$ cat src/hdl/text_view_filter_macros.svh
// ----------------------------------------------------------------------------
// Text view filter assertion macros
// Concurrent check wrappers, empty when synthesising.
// ----------------------------------------------------------------------------
`ifndef TEXT_VIEW_FILTER_MACROS_SVH
`define TEXT_VIEW_FILTER_MACROS_SVH

`ifndef SYNTHESIS
`define TVF_ASSERT_IMP(label, ante, cons, msg) \
  label: assert property (@(posedge clk) disable iff (!rst_n) (ante) |-> (cons)) \
    else $error(msg);
`define TVF_ASSERT_NEXT(label, ante, cons, msg) \
  label: assert property (@(posedge clk) disable iff (!rst_n) (ante) |=> (cons)) \
    else $error(msg);
`else
`define TVF_ASSERT_IMP(label, ante, cons, msg)
`define TVF_ASSERT_NEXT(label, ante, cons, msg)
`endif

`endif

$ cat src/hdl/tvf_pkg.sv
// ----------------------------------------------------------------------------
// Text view filter package
// Widths, character codes and register indexes shared by the filter files.
// ----------------------------------------------------------------------------
package tvf_pkg;

  localparam int BYTE_W     = 8;
  localparam int MIN_WIDTH  = 6;
  localparam int CFG_IDX_W  = 3;
  localparam int CFG_DATA_W = 1;

  localparam logic [CFG_IDX_W-1:0] REG_NUMBER_ALL      = 3'd0;
  localparam logic [CFG_IDX_W-1:0] REG_NUMBER_NONBLANK = 3'd1;
  localparam logic [CFG_IDX_W-1:0] REG_SQUEEZE_BLANK   = 3'd2;
  localparam logic [CFG_IDX_W-1:0] REG_MARK_ENDS       = 3'd3;
  localparam logic [CFG_IDX_W-1:0] REG_SHOW_TABS       = 3'd4;
  localparam logic [CFG_IDX_W-1:0] REG_SHOW_CTRL       = 3'd5;

  localparam logic [BYTE_W-1:0] CH_TAB      = 8'h09;
  localparam logic [BYTE_W-1:0] CH_NL       = 8'h0A;
  localparam logic [BYTE_W-1:0] CH_SPACE    = 8'h20;
  localparam logic [BYTE_W-1:0] CH_DOLLAR   = 8'h24;
  localparam logic [BYTE_W-1:0] CH_ZERO     = 8'h30;
  localparam logic [BYTE_W-1:0] CH_QUEST    = 8'h3F;
  localparam logic [BYTE_W-1:0] CH_I        = 8'h49;
  localparam logic [BYTE_W-1:0] CH_CARET    = 8'h5E;
  localparam logic [BYTE_W-1:0] CH_DEL      = 8'd127;
  localparam logic [BYTE_W-1:0] CTRL_MAX    = 8'd31;
  localparam logic [BYTE_W-1:0] CTRL_OFFSET = 8'd64;

  localparam logic [3:0] BCD_NINE = 4'd9;

endpackage

$ cat src/hdl/tvf_ifs.sv
// ----------------------------------------------------------------------------
// Text view filter channel interfaces
// Valid/ready channels for input words, result words and register writes.
// ----------------------------------------------------------------------------
interface tvf_in_if import tvf_pkg::*; ();
  logic              valid;
  logic              ready;
  logic [BYTE_W-1:0] data_byte;
  logic              first_of_file;

  modport source (output valid, data_byte, first_of_file, input ready);
  modport sink   (input valid, data_byte, first_of_file, output ready);
endinterface

interface tvf_out_if import tvf_pkg::*; ();
  logic              valid;
  logic              ready;
  logic [BYTE_W-1:0] out_byte;
  logic              last_of_run;

  modport source (output valid, out_byte, last_of_run, input ready);
  modport sink   (input valid, out_byte, last_of_run, output ready);
endinterface

interface tvf_cfg_if import tvf_pkg::*; ();
  logic                  valid;
  logic                  ready;
  logic [CFG_IDX_W-1:0]  index;
  logic [CFG_DATA_W-1:0] data;

  modport source (output valid, index, data, input ready);
  modport sink   (input valid, index, data, output ready);
endinterface

$ cat src/hdl/text_view_filter.sv
// ----------------------------------------------------------------------------
// Text view filter
// Byte stream to display stream: line numbers, blank squeeze, end marks, caret notation.
// ----------------------------------------------------------------------------
// Each accepted input word yields its display bytes one per cycle, while the
// output is not stalled, from a job register into an output register. A plain
// byte yields one byte; a shown tab, control byte or marked newline yields two;
// a numbered line start first adds the number, space-padded to at least 6
// columns, and its tab. A squeezed blank line is taken and yields nothing. The
// next word is accepted in the cycle the last byte of the current one moves to
// the output register, so plain text streams at one byte per unstalled cycle.
`include "text_view_filter_macros.svh"

module text_view_filter import tvf_pkg::*; #(
  parameter int NUMBER_DIGITS = 10
) (
  input  logic       clk,
  input  logic       rst_n,
  tvf_in_if.sink     in_ch,
  tvf_out_if.source  out_ch,
  tvf_cfg_if.sink    cfg_ch
);

  localparam int LN_W  = 4 * NUMBER_DIGITS;
  localparam int IDX_W = $clog2(NUMBER_DIGITS);
  localparam logic [IDX_W-1:0] IDX_MIN = IDX_W'(MIN_WIDTH - 1);

  localparam logic [1:0] PH_NUM = 2'd0;
  localparam logic [1:0] PH_TAB = 2'd1;
  localparam logic [1:0] PH_B0  = 2'd2;
  localparam logic [1:0] PH_B1  = 2'd3;

  logic num_all_r, num_nonblank_r, squeeze_r, mark_ends_r, show_tabs_r, show_ctrl_r;

  logic [LN_W-1:0] line_number_r, line_number_nxt;
  logic            at_line_start_r, prev_blank_r;

  logic              job_valid_r;
  logic [1:0]        job_phase_r;
  logic [IDX_W-1:0]  job_idx_r, job_msd_r;
  logic [LN_W-1:0]   job_ln_r;
  logic [BYTE_W-1:0] job_b0_r, job_b1_r;
  logic              job_two_r;

  logic              out_valid_r, out_last_r;
  logic [BYTE_W-1:0] out_byte_r;

  logic              in_fire, advance, job_done;
  logic [LN_W-1:0]   ln_eff;
  logic              als, plb, blank, drop, numbered;
  logic [IDX_W-1:0]  msd, start_idx;
  logic [BYTE_W-1:0] body0, body1;
  logic              body_two;
  logic [BYTE_W-1:0] emit_byte;
  logic              emit_last;
  logic [3:0]        digit;

  assign advance  = job_valid_r && (!out_valid_r || out_ch.ready);
  assign job_done = advance && emit_last;
  assign in_ch.ready = !job_valid_r || job_done;
  assign in_fire  = in_ch.valid && in_ch.ready;
  assign cfg_ch.ready = 1'b1;

  assign out_ch.valid       = out_valid_r;
  assign out_ch.out_byte    = out_byte_r;
  assign out_ch.last_of_run = out_last_r;

  assign ln_eff   = in_ch.first_of_file ? LN_W'(1) : line_number_r;
  assign als      = in_ch.first_of_file || at_line_start_r;
  assign plb      = !in_ch.first_of_file && prev_blank_r;
  assign blank    = (in_ch.data_byte == CH_NL);
  assign drop     = als && squeeze_r && plb && blank;
  assign numbered = als && !drop && (num_nonblank_r ? !blank : num_all_r);
  assign start_idx = (msd > IDX_MIN) ? msd : IDX_MIN;

  always_comb begin
    msd = '0;
    for (int i = 0; i < NUMBER_DIGITS; i++) begin
      if (ln_eff[4*i +: 4] != 4'd0) msd = IDX_W'(i);
    end
  end

  always_comb begin
    logic       all_nines;
    logic       carry;
    logic [3:0] d;
    all_nines = 1'b1;
    carry     = 1'b1;
    d         = '0;
    line_number_nxt = ln_eff;
    for (int i = 0; i < NUMBER_DIGITS; i++) begin
      if (ln_eff[4*i +: 4] != BCD_NINE) all_nines = 1'b0;
    end
    if (numbered && !all_nines) begin
      for (int i = 0; i < NUMBER_DIGITS; i++) begin
        d = ln_eff[4*i +: 4];
        if (carry) begin
          if (d >= BCD_NINE) begin
            line_number_nxt[4*i +: 4] = 4'd0;
          end else begin
            line_number_nxt[4*i +: 4] = d + 4'd1;
            carry = 1'b0;
          end
        end
      end
    end
  end

  always_comb begin
    body0    = in_ch.data_byte;
    body1    = in_ch.data_byte;
    body_two = 1'b0;
    priority if (in_ch.data_byte == CH_NL) begin
      if (mark_ends_r) begin
        body0    = CH_DOLLAR;
        body_two = 1'b1;
      end
    end else if (in_ch.data_byte == CH_TAB) begin
      if (show_tabs_r) begin
        body0    = CH_CARET;
        body1    = CH_I;
        body_two = 1'b1;
      end
    end else if (show_ctrl_r && in_ch.data_byte != 8'd0 && in_ch.data_byte <= CTRL_MAX) begin
      body0    = CH_CARET;
      body1    = in_ch.data_byte + CTRL_OFFSET;
      body_two = 1'b1;
    end else if (show_ctrl_r && in_ch.data_byte == CH_DEL) begin
      body0    = CH_CARET;
      body1    = CH_QUEST;
      body_two = 1'b1;
    end else begin
      body0 = in_ch.data_byte;
    end
  end

  assign digit = job_ln_r[{job_idx_r, 2'b00} +: 4];

  always_comb begin
    emit_byte = job_b0_r;
    emit_last = 1'b0;
    unique case (job_phase_r)
      PH_NUM: begin
        if (job_idx_r > job_msd_r) emit_byte = CH_SPACE;
        else emit_byte = CH_ZERO + BYTE_W'((digit > BCD_NINE) ? BCD_NINE : digit);
      end
      PH_TAB: emit_byte = CH_TAB;
      PH_B0: begin
        emit_byte = job_b0_r;
        emit_last = !job_two_r;
      end
      PH_B1: begin
        emit_byte = job_b1_r;
        emit_last = 1'b1;
      end
      default: emit_byte = job_b0_r;
    endcase
  end

  always_ff @(posedge clk) begin
    if (!rst_n) begin
      num_all_r       <= 1'b0;
      num_nonblank_r  <= 1'b0;
      squeeze_r       <= 1'b0;
      mark_ends_r     <= 1'b0;
      show_tabs_r     <= 1'b0;
      show_ctrl_r     <= 1'b0;
      line_number_r   <= LN_W'(1);
      at_line_start_r <= 1'b1;
      prev_blank_r    <= 1'b0;
      job_valid_r     <= 1'b0;
      job_phase_r     <= PH_B0;
      job_idx_r       <= '0;
      out_valid_r     <= 1'b0;
    end else begin
      if (cfg_ch.valid) begin
        unique case (cfg_ch.index)
          REG_NUMBER_ALL:      num_all_r      <= cfg_ch.data[0];
          REG_NUMBER_NONBLANK: num_nonblank_r <= cfg_ch.data[0];
          REG_SQUEEZE_BLANK:   squeeze_r      <= cfg_ch.data[0];
          REG_MARK_ENDS:       mark_ends_r    <= cfg_ch.data[0];
          REG_SHOW_TABS:       show_tabs_r    <= cfg_ch.data[0];
          REG_SHOW_CTRL:       show_ctrl_r    <= cfg_ch.data[0];
          default: ;
        endcase
      end

      if (in_fire) begin
        line_number_r   <= line_number_nxt;
        at_line_start_r <= drop ? 1'b1 : blank;
        if (als) prev_blank_r <= blank;
      end

      if (in_fire && !drop) begin
        job_valid_r <= 1'b1;
        job_phase_r <= numbered ? PH_NUM : PH_B0;
        job_idx_r   <= start_idx;
      end else if (job_done) begin
        job_valid_r <= 1'b0;
      end else if (advance) begin
        unique case (job_phase_r)
          PH_NUM: begin
            if (job_idx_r == '0) job_phase_r <= PH_TAB;
            else job_idx_r <= job_idx_r - 1'b1;
          end
          PH_TAB:  job_phase_r <= PH_B0;
          PH_B0:   job_phase_r <= PH_B1;
          PH_B1:   job_phase_r <= PH_B1;
          default: job_phase_r <= PH_B0;
        endcase
      end

      if (advance) out_valid_r <= 1'b1;
      else if (out_ch.ready) out_valid_r <= 1'b0;
    end
  end

  always_ff @(posedge clk) begin
    if (in_fire) begin
      job_ln_r  <= ln_eff;
      job_msd_r <= msd;
      job_b0_r  <= body0;
      job_b1_r  <= body1;
      job_two_r <= body_two;
    end
    if (advance) begin
      out_byte_r <= emit_byte;
      out_last_r <= emit_last;
    end
  end

  `TVF_ASSERT_IMP(a_out_from_job, $rose(out_valid_r), $past(job_valid_r), "output word without a job")
  `TVF_ASSERT_IMP(a_ready_on_finish, in_ch.ready && job_valid_r, job_done, "input taken mid job")
  `TVF_ASSERT_IMP(a_second_body, job_valid_r && job_phase_r == PH_B1, job_two_r, "spurious second byte")
  `TVF_ASSERT_NEXT(a_drop_no_job, in_fire && drop && !job_valid_r, !job_valid_r, "dropped line queued")

endmodule
$ cat src/flat_wrapper.sv
// flat-port wrapper written by rule: the top's interface ports become plain ports
module text_view_filter_flat import tvf_pkg::*;
#(
  parameter int NUMBER_DIGITS = 10
)
  (clk, rst_n, in_ch_valid, in_ch_data_byte, in_ch_first_of_file, in_ch_ready, out_ch_valid, out_ch_out_byte, out_ch_last_of_run, out_ch_ready, cfg_ch_valid, cfg_ch_index, cfg_ch_data, cfg_ch_ready);
  tvf_in_if in_ch_i ();
  tvf_out_if out_ch_i ();
  tvf_cfg_if cfg_ch_i ();
  input  logic clk;
  input  logic rst_n;
  input wire logic [$bits(in_ch_i.valid)-1:0] in_ch_valid;
  input wire logic [$bits(in_ch_i.data_byte)-1:0] in_ch_data_byte;
  input wire logic [$bits(in_ch_i.first_of_file)-1:0] in_ch_first_of_file;
  output wire logic [$bits(in_ch_i.ready)-1:0] in_ch_ready;
  output wire logic [$bits(out_ch_i.valid)-1:0] out_ch_valid;
  output wire logic [$bits(out_ch_i.out_byte)-1:0] out_ch_out_byte;
  output wire logic [$bits(out_ch_i.last_of_run)-1:0] out_ch_last_of_run;
  input wire logic [$bits(out_ch_i.ready)-1:0] out_ch_ready;
  input wire logic [$bits(cfg_ch_i.valid)-1:0] cfg_ch_valid;
  input wire logic [$bits(cfg_ch_i.index)-1:0] cfg_ch_index;
  input wire logic [$bits(cfg_ch_i.data)-1:0] cfg_ch_data;
  output wire logic [$bits(cfg_ch_i.ready)-1:0] cfg_ch_ready;
  assign in_ch_i.valid = in_ch_valid;
  assign in_ch_i.data_byte = in_ch_data_byte;
  assign in_ch_i.first_of_file = in_ch_first_of_file;
  assign in_ch_ready = in_ch_i.ready;
  assign out_ch_valid = out_ch_i.valid;
  assign out_ch_out_byte = out_ch_i.out_byte;
  assign out_ch_last_of_run = out_ch_i.last_of_run;
  assign out_ch_i.ready = out_ch_ready;
  assign cfg_ch_i.valid = cfg_ch_valid;
  assign cfg_ch_i.index = cfg_ch_index;
  assign cfg_ch_i.data = cfg_ch_data;
  assign cfg_ch_ready = cfg_ch_i.ready;
  text_view_filter #(.NUMBER_DIGITS(NUMBER_DIGITS)) u_core (.clk(clk), .rst_n(rst_n), .in_ch(in_ch_i), .out_ch(out_ch_i), .cfg_ch(cfg_ch_i));
endmodule
$ cat config.mk
export PLATFORM = sky130hd
export DESIGN_NAME = text_view_filter_flat
export DESIGN_NICKNAME = d
export VERILOG_FILES = /design/src/hdl/tvf_pkg.sv /design/src/hdl/tvf_ifs.sv /design/src/hdl/text_view_filter.sv /design/src/flat_wrapper.sv
export VERILOG_INCLUDE_DIRS = /design/src /design/src/hdl
export SDC_FILE = /design/constraint.sdc
export NUM_CORES = 1
export LEC_CHECK = 0
export ABC_AREA = 1
export BUFFER_PORTS_ARGS = -buffer_cell sky130_fd_sc_hd__buf_2
export CAP_MARGIN = 20
export CORE_MARGIN = 10
export CORE_UTILIZATION = 60
export DETAILED_ROUTE_END_ITERATION = 8
export GPL_TIMING_DRIVEN = 0
export PLACE_DENSITY_LB_ADDON = 0.1
export SLEW_MARGIN = 20
export SYNTH_ARGS = -nofsm -noshare
export SYNTH_HDL_FRONTEND = slang
export SYNTH_SLANG_ARGS = --single-unit
$ cat constraint.sdc
create_clock -name clk -period 5.1 [get_ports clk]
set_input_delay 0.255 -clock clk [delete_from_list [all_inputs] [get_ports clk]]
set_output_delay 0.255 -clock clk [all_outputs]
set_load 0.01 [all_outputs]
==> flow_summary_export.csv, run 1 <==
group,metric,value,unit
run_status,status,"completed",
cts,root_buffer,"clkbuf_16",
placement,numPortBuffers,28,
route,drtPass1Iterations,6,
yosys,seq_area_frac_synth,0.461,
route,antenna_left,0,
setup_path,cpPeakStageDelay,490,ps
yosys,synth_ff_type,"edfxtp_1",
timing,fin_crit,3150,ps
global_routing,grt_pass1_vias,5948,
setup_path,r2r-end,"u_core.line_number_r[32]",
yosys,syn_area,6990,um^2
setup_path,crit_slowest_cell,"buf_1",
timing,hold_violations,0,
timing,min_period_over_period,0.618,
cts,numCtsBuffers,17,
final_layout,fill_cells,956,
final_layout,area_delta_synth_final,12.5,%
die,rows,39,
yosys,synth_most_common_cell,"nand2_1",
global_routing,grt_usage,0.232,
cts,clkLatencyLatePin,420,ps
setup_path,critPathArrivalTime,3420,ps
setup_path,critPathKind,"primary input to flop",
cts,cts_hold_buf,0,
timing,tightestPinTransition,732,ps
pwr,cellPowerDensity,319,nW/um^2
hold_path,worstHoldEndpoint,"u_core.job_b1_r[4]",
setup_path,path_cells,"buf_2 > inv_2 > buf_2 > buf_1 > nand2_1 > inv_1 > ha_1 > nand3b_1 > nand2_1 > nor2_2 > nand3_2 > inv_2 > nand3_4 > nor2_8 > nand2_2 > nand2_1 > inv_2 > o21ai_1 > a21oi_1",
yosys,synth.top_cells.by_count,"203 x nand2_1, 106 x inv_1, 86 x nor2_1",
flow_run,maxCapViolCount,0,
final_layout,drive_above_1_share,0.105,
route,drc,0,
final_layout,design_area,7870,um^2
yosys,ys_types,43,
setup_path,cp-end-kind,"flop",
pwr,ir_worst_vdd,0.000264,V
hold_path,hold_path_depth,2,
hold_path,hold_path_class,"primary input to flop",
setup_path,worst_ep_required_time,5370,ps
cts,cts_resized,0,
global_routing,antenna_found_initial,0,
setup_path,crit_path_max_fanout,10,
die,die_area,16400,um^2
yosys,async_flop_share,0,
hold_path,hp-start,"in_ch_data_byte[4]",
setup_path,crit_path_start_kind,"primary input",
final_layout,finalNetCount,984,
yosys,postSynthNetCount,936,
cts,cts.clk_slew.worst_paths,60,ps
pwr,power,0.00251,W
setup_path,path_buf_inv,7,
timing,maxSlewHeadroom,0.512,
timing,setup_viol_count_final,0,
cts,cts_max_path_buffers,2,
timing,fmax,317,MHz
final_layout,antenna_cells,0,
cts,cts_tree,"done",
placement,gp_congestion,0.947,
yosys,avgSynthCellArea,7.96,um^2
global_routing,grt_pass1_wl,30200,um
placement,hpwlAfterDp,14000,um
die,io_pins,30,
route,via_count,6218,
die,die_x,128,um
placement,dpl_cell_area,7330,um^2
global_routing,grt_max_degree,46,
pwr,power.leakage,3.45,nW
setup_path,ff2ff_path_depth,15,
die,die_height,128,um
setup_path,rrSetupSlack,2620,ps
yosys,synthCells,878,
timing,maxSlewViolCount,0,
route,vias_per_cell,5.75,
final_layout,stdcell_count,1082,
route,wirelength,18600,um
yosys,ys_seq_elements,126,
placement,dp.cells,1050,
yosys,synthTopCellsByArea,"edfxtp_1 30%, dfxtp_1 16%, nand2_1 11%, ha_1 7.2%, inv_1 5.7%",
yosys,synth_top_area_frac,0.301,
yosys,yosysWarnings,0,
cts,post_cts_buffers,0,
die,core_area,11400,um^2
die,initial_utilization,0.612,
yosys,synth_edf_count,70,
setup_path,critPathTopFamily,"buffers and inverters",
route,drt_iter0_drc,793,
setup_path,r2r-start,"u_core.line_number_r[4]",
timing,fin_tns_setup,0,ps
route,wl_per_cell,17.2,um
timing,whs,138,ps
cts,clock_sinks,126,
timing,finClkSkew,6.96,ps
global_routing,grt.overflow.total,0,
timing,rsz0062_at_grt,"no",
cts,h-tree-depth,4,
yosys,yosys.area.top_type,"edfxtp_1",
[layout make-up]
class                      instances  area (um^2)  area share
clock buffer                      19          433      0.0550
tap                              143          179      0.0227
clock inverter                    13          101      0.0129
inverter                         122          458      0.0582
timing repair buffer              29          160      0.0204
sequential                       126         3220       0.410
buffer                            30          133      0.0169
multi-input combinational        600         3180       0.404
[where the power goes]
part	switching (W)	internal, W	total [W]
Sequential	0.0000222	0.00113	0.00115
Combinational	0.000189	0.0000800	0.000270
Clock	0.000433	0.000660	0.00109
[cell usage in the layout, fill, tap and decap left out, drive strengths merged, types with 2 or more instances in the layout]
cell,synthesis,layout
dfxtp,56,56
clkbuf,21,40
clkinv,0,8
clkinvlp,0,4
o21bai,2,2
nor3,10,10
nand2,207,207
nand3,59,59
a21oi,63,63
nand3b,6,6
a32o,2,2
o21ai,59,59
inv,122,122
nor4,5,5
o22ai,2,2
nand4,11,11
o211ai,12,12
xor2,6,6
buf,9,38
ha,40,40
edfxtp,70,70
a22oi,2,2
a31oi,4,4
o2111ai,2,2
nor2,97,97
o221ai,6,6
[metrics by stage]
| step | setup WS, ps | utilization |
|---|---|---|
| after floorplan | 2660 | - |
| after global placement | 1650 | 0.640 |
| after detailed placement | 1620 | 0.642 |
| after CTS | 2040 | 0.689 |
| after global routing | 1740 | 0.689 |
| final | 1950 | 0.689 |
[metal layers]
layer	routed length, um	global-route usage	vias to the layer above
li1	-	-	3019
met1	8290	0.327	2866
met2	8200	0.345	298
met3	1770	0.0533	35
met4	355	0.0748	0
met5	0	0	-
[state kept, by name, summed over array words and instances (netlist names)]
signal and cells:
u_core.at_line_start_r 1, u_core.job_phase_r 2, u_core.mark_ends_r 1, u_core.job_b0_r 8, u_core.job_b1_r 8, u_core.job_idx_r 4
u_core.job_valid_r 1, u_core.line_number_r 40, u_core.out_ch.out_byte 8, u_core.out_ch.valid 1, u_core.job_msd_r 4, u_core.prev_blank_r 1
u_core.job_two_r 1, u_core.out_ch.last_of_run 1, u_core.num_nonblank_r 1, u_core.show_ctrl_r 1, u_core.squeeze_r 1, u_core.show_tabs_r 1
u_core.job_ln_r 40, u_core.num_all_r 1
[worst max path at each step]
stage	depth (start not counted)	startpoint	end	slack [ps]
finish	19	in_ch_first_of_file	u_core.line_number_r[32]	1950
global route	19	in_ch_first_of_file	u_core.line_number_r[33]	1740
CTS	19	in_ch_first_of_file	u_core.line_number_r[32]	2040
detailed placement	19	in_ch_first_of_file	u_core.line_number_r[32]	1620
global placement	19	in_ch_first_of_file	u_core.line_number_r[32]	1650
floorplan	18	in_ch_first_of_file	u_core.line_number_r[32]	2660
[worst register-to-register path, stage by stage, from the launching register on]
cell and delay [ps]:
dfxtp_1 350, nand2_1 120, inv_1 210, ha_1 230
nand3b_1 120, nand2_1 100, nor2_2 190, nand3_2 150
inv_2 100, nand3_4 140, nor2_8 210, nand2_2 110
nand2_1 120, inv_2 50, o21ai_1 70, a21oi_1 70
[cells by family after synthesis]
kind of cell / Yosys count / share of synthesized area
compound gates: 158 / 0.129
xor+xnor: 6 / 0.00751
fa+ha+maj: 40 / 0.0716
buf+inv: 152 / 0.0841
flops: 126 / 0.461
other cells: 1 / 0.000536
simple gates: 395 / 0.247
Note: power is estimated with default switching activity, not from simulation.
==> run 2, diff against run 1 <==
ABC_AREA = 0   (was 1)
CORE_UTILIZATION = 56   (was 60)
clock period = 2.6 ns   (was 5.1 ns; I/O delays follow)
==> run 2 against run 1 <==
First-iteration DRC count rose by 0.63%. Critical path depth fell by 4. Synthesized area fell by 0.30%. Die area rose by 5.7%. Sequential cell count did not move. Non-clock buffer count rose by 37. Synthesized cell count fell by 20%. Routed wire length rose by 8.8%.
==> flow_summary_export.csv, run 2 <==
group,metric,value,unit
run_status,status,"completed",
global_routing,grt_pass1_wl,31000,um
setup_path,crit_path_max_fanout,7,
route,via_count,6012,
yosys,synth_top_area_frac,0.302,
cts,cts_max_path_buffers,2,
pwr,p_sw,0.00117,W
pwr,swShare,0.232,
timing,finClkSkew,10.5,ps
cts,h-tree-depth,4,
pwr,power.leakage,3.39,nW
timing,tightestPinTransition,855,ps
final_layout,final_common_cell,"edfxtp_1",
yosys,synthTopCellsByArea,"edfxtp_1 30%, dfxtp_1 16%, ha_1 7.2%, a21oi_1 2.9%, nand2b_1 2.7%",
yosys,syn_area,6970,um^2
yosys,postSynthNetCount,762,
yosys,async_flop_share,0,
route,wl_per_cell,21.0,um
global_routing,busiest_layer,"met2",
setup_path,crit_path_start_kind,"primary input",
timing,maxSlewHeadroom,0.430,
die,core_area,12100,um^2
die,io_pins,30,
route,drt_iter0_drc,798,
pwr,p_int,0.00387,W
die,die_height,132,um
setup_path,cpPeakStageDelay,510,ps
timing,setup_viol_count_final,0,
timing,fin_crit,2560,ps
die,rows,40,
timing,min_period_over_period,0.986,
yosys,synthCells,704,
global_routing,grt_pass1_vias,5794,
yosys,ys_seq_elements,126,
setup_path,critPathTopFamily,"simple AND/OR/NAND/NOR gates",
yosys,seq_area_frac_synth,0.462,
global_routing,antenna_found_initial,0,
pwr,cellPowerDensity,578,nW/um^2
route,antenna_left,0,
setup_path,cpMostUsedCell,"buf_6",
global_routing,gr-usage-met2,0.347,
placement,numPortBuffers,28,
final_layout,fill_cells,887,
yosys,ys_types,75,
final_layout,antenna_cells,0,
pwr,combPwrFrac,0.086,
placement,gp_congestion,0.975,
setup_path,crit_slowest_cell,"or4_1",
route,drtPass1Iterations,6,
final_layout,drive_above_1_share,0.254,
timing,fmax,390,MHz
setup_path,worst_ep_required_time,2950,ps
flow_run,maxCapViolCount,0,
die,initial_utilization,0.576,
placement,hpwlAfterDp,13900,um
yosys,synth.top_cells.by_count,"70 x edfxtp_1, 56 x dfxtp_1, 50 x nor2_1",
cts,clock_sinks,126,
final_layout,design_area,8720,um^2
yosys,yosysWarnings,0,
global_routing,grt_usage,0.227,
route,drc,0,
cts,clkLatencyLatePin,430,ps
hold_path,hold_path_class,"primary input to flop",
final_layout,reg_top3,"u_core.job_ln_r: 40 flops, u_core.line_number_r: 40 flops",
yosys,synth_most_common_cell,"edfxtp_1",
pwr,ir_worst_vdd,0.000487,V
final_layout,finalNetCount,841,
setup_path,critPathKind,"primary input to flop",
global_routing,use_met3,0.0678,
pwr,pwr-share-seq,0.438,
global_routing,grt.overflow.total,0,
cts,cts_hold_buf,0,
setup_path,path_cells,"buf_6 > buf_12 > clkbuf_16 > buf_4 > nand2b_1 > inv_2 > ha_4 > nand4b_1 > nor4_2 > and4_1 > buf_6 > or3_4 > nand2_2 > or4_1 > a31oi_1",
timing,rsz0062_at_grt,"yes",
cts,cts_tree,"done",
setup_path,critPathArrivalTime,2910,ps
pwr,power,0.00504,W
setup_path,cp-end-kind,"flop",
die,die_x,132,um
cts,root_buffer,"clkbuf_16",
yosys,synth_ff_type,"edfxtp_1",
yosys,yosys.area.top_type,"edfxtp_1",
final_layout,multiInputGateArea,3750,um^2
route,vias_per_cell,6.24,
cts,cts.clk_slew.worst_paths,60,ps
pwr,p_clk_frac,0.476,
route,wirelength,20300,um
placement,dpl_cell_area,7440,um^2
final_layout,area_delta_synth_final,25.0,%
timing,hold_violations,0,
setup_path,path_buf_inv,6,
die,die_area,17300,um^2
yosys,synth_edf_count,70,
global_routing,gr-usage-met1,0.285,
global_routing,grt_max_degree,71,
yosys,avgSynthCellArea,9.90,um^2
final_layout,regArea,3240,um^2
final_layout,layout_common_cells,"70 x edfxtp_1, 47 x nor2_1, 45 x dfxtp_1, 44 x nand2_1, 39 x a21oi_1",
timing,maxSlewViolCount,0,
cts,numCtsBuffers,17,
==> run 2: cell types whose count changed in the layout (fill, tap and decap cells not counted), moves of 14 or more <==
cell      previous run  this run
a21oi_1             62        39
buf_4                2        34
inv_1              106        33
mux2i_1              0        15
nand2_1            203        44
nand2b_1             0        23
nand3_1             57        23
nor2_1              86        47
o21ai_0             49        35
==> run 2: worst min-delay path: stages <==
cell     delay (ps)
buf_2           120
nand3_1          90
o31ai_1          70
==> run 2: cell type report <==
class / count / share of cell area
Inverter: 47 / 0.0207
Buffer: 33 / 0.0317
Clock inverter: 14 / 0.0191
Tap cell: 168 / 0.0241
Multi-Input combinational cell: 495 / 0.430
Sequential cell: 126 / 0.372
Timing Repair Buffer: 63 / 0.0515
Clock buffer: 18 / 0.0504
==> run 2: cell families (layout without fill, tap and decap cells) <==
group                      count (synthesis)  after routing  synth area share
buffers and inverters                     83            175            0.0461
DFF                                      126            126             0.462
and+or+nand+nor                          281            281             0.234
muxes                                     23             23            0.0474
AOI/OAI and AO/OA                        148            148             0.135
xor gates and xnor gates                   2              2           0.00251
other                                      1              1          0.000538
adders and majority gates                 40             40            0.0718
==> run 2: worst paths after layout <==
check	startpoint	endpoint	slack, ps	cells past startpoint
worst max-delay path	in_ch_first_of_file	u_core.line_number_r[6]	40	15
worst min-delay path	rst_n	u_core.line_number_r[20]	30	3
worst max register to register	u_core.line_number_r[16]	u_core.line_number_r[6]	50	11
worst min register to register	u_core.line_number_r[27]	u_core.line_number_r[27]	450	2
==> run 2: per-stage QoR <==
stage	setup WS [ps]	cells	setup TNS [ps]	hold WS (ps)	utilization
after floorplan	-221	704	-922	269	-
after global placement	-1340	900	-76110	431	0.615
after detailed placement	-1310	900	-81830	448	0.615
after CTS	-26.0	950	-27.1	7.74	0.699
after global routing	-8.44	964	-12.7	44.3	0.720
final	37.5	964	0	27.7	0.720
==> run 2: metal layers <==
layer / vias up / wire (um)
met5: - / 0
met4: 0 / 944
met3: 73 / 1810
met2: 332 / 9240
met1: 2859 / 8250
li1: 2748 / -
==> run 2: power groups by stage <==
stage | registers (W) | logic, W | clock network [W]
3_3_place_gp | 0.00225 | 0.000374 | 0
4_1_cts | 0.00221 | 0.000412 | 0.00242
3_5_place_dp | 0.00225 | 0.000384 | 0
6_report | 0.00221 | 0.000432 | 0.00240
2_1_floorplan | 0.00224 | 0.000240 | 0
5_1_grt | 0.00222 | 0.000466 | 0.00251
==> run 2: timing repair <==
item	4_1_cts	5_1_grt
endpoints found under the setup margin	112	99
pin swaps	13	20
hold endpoints to repair	0	0
cloned	1	1
setup buffers	19	14
gates resized for setup	63	34
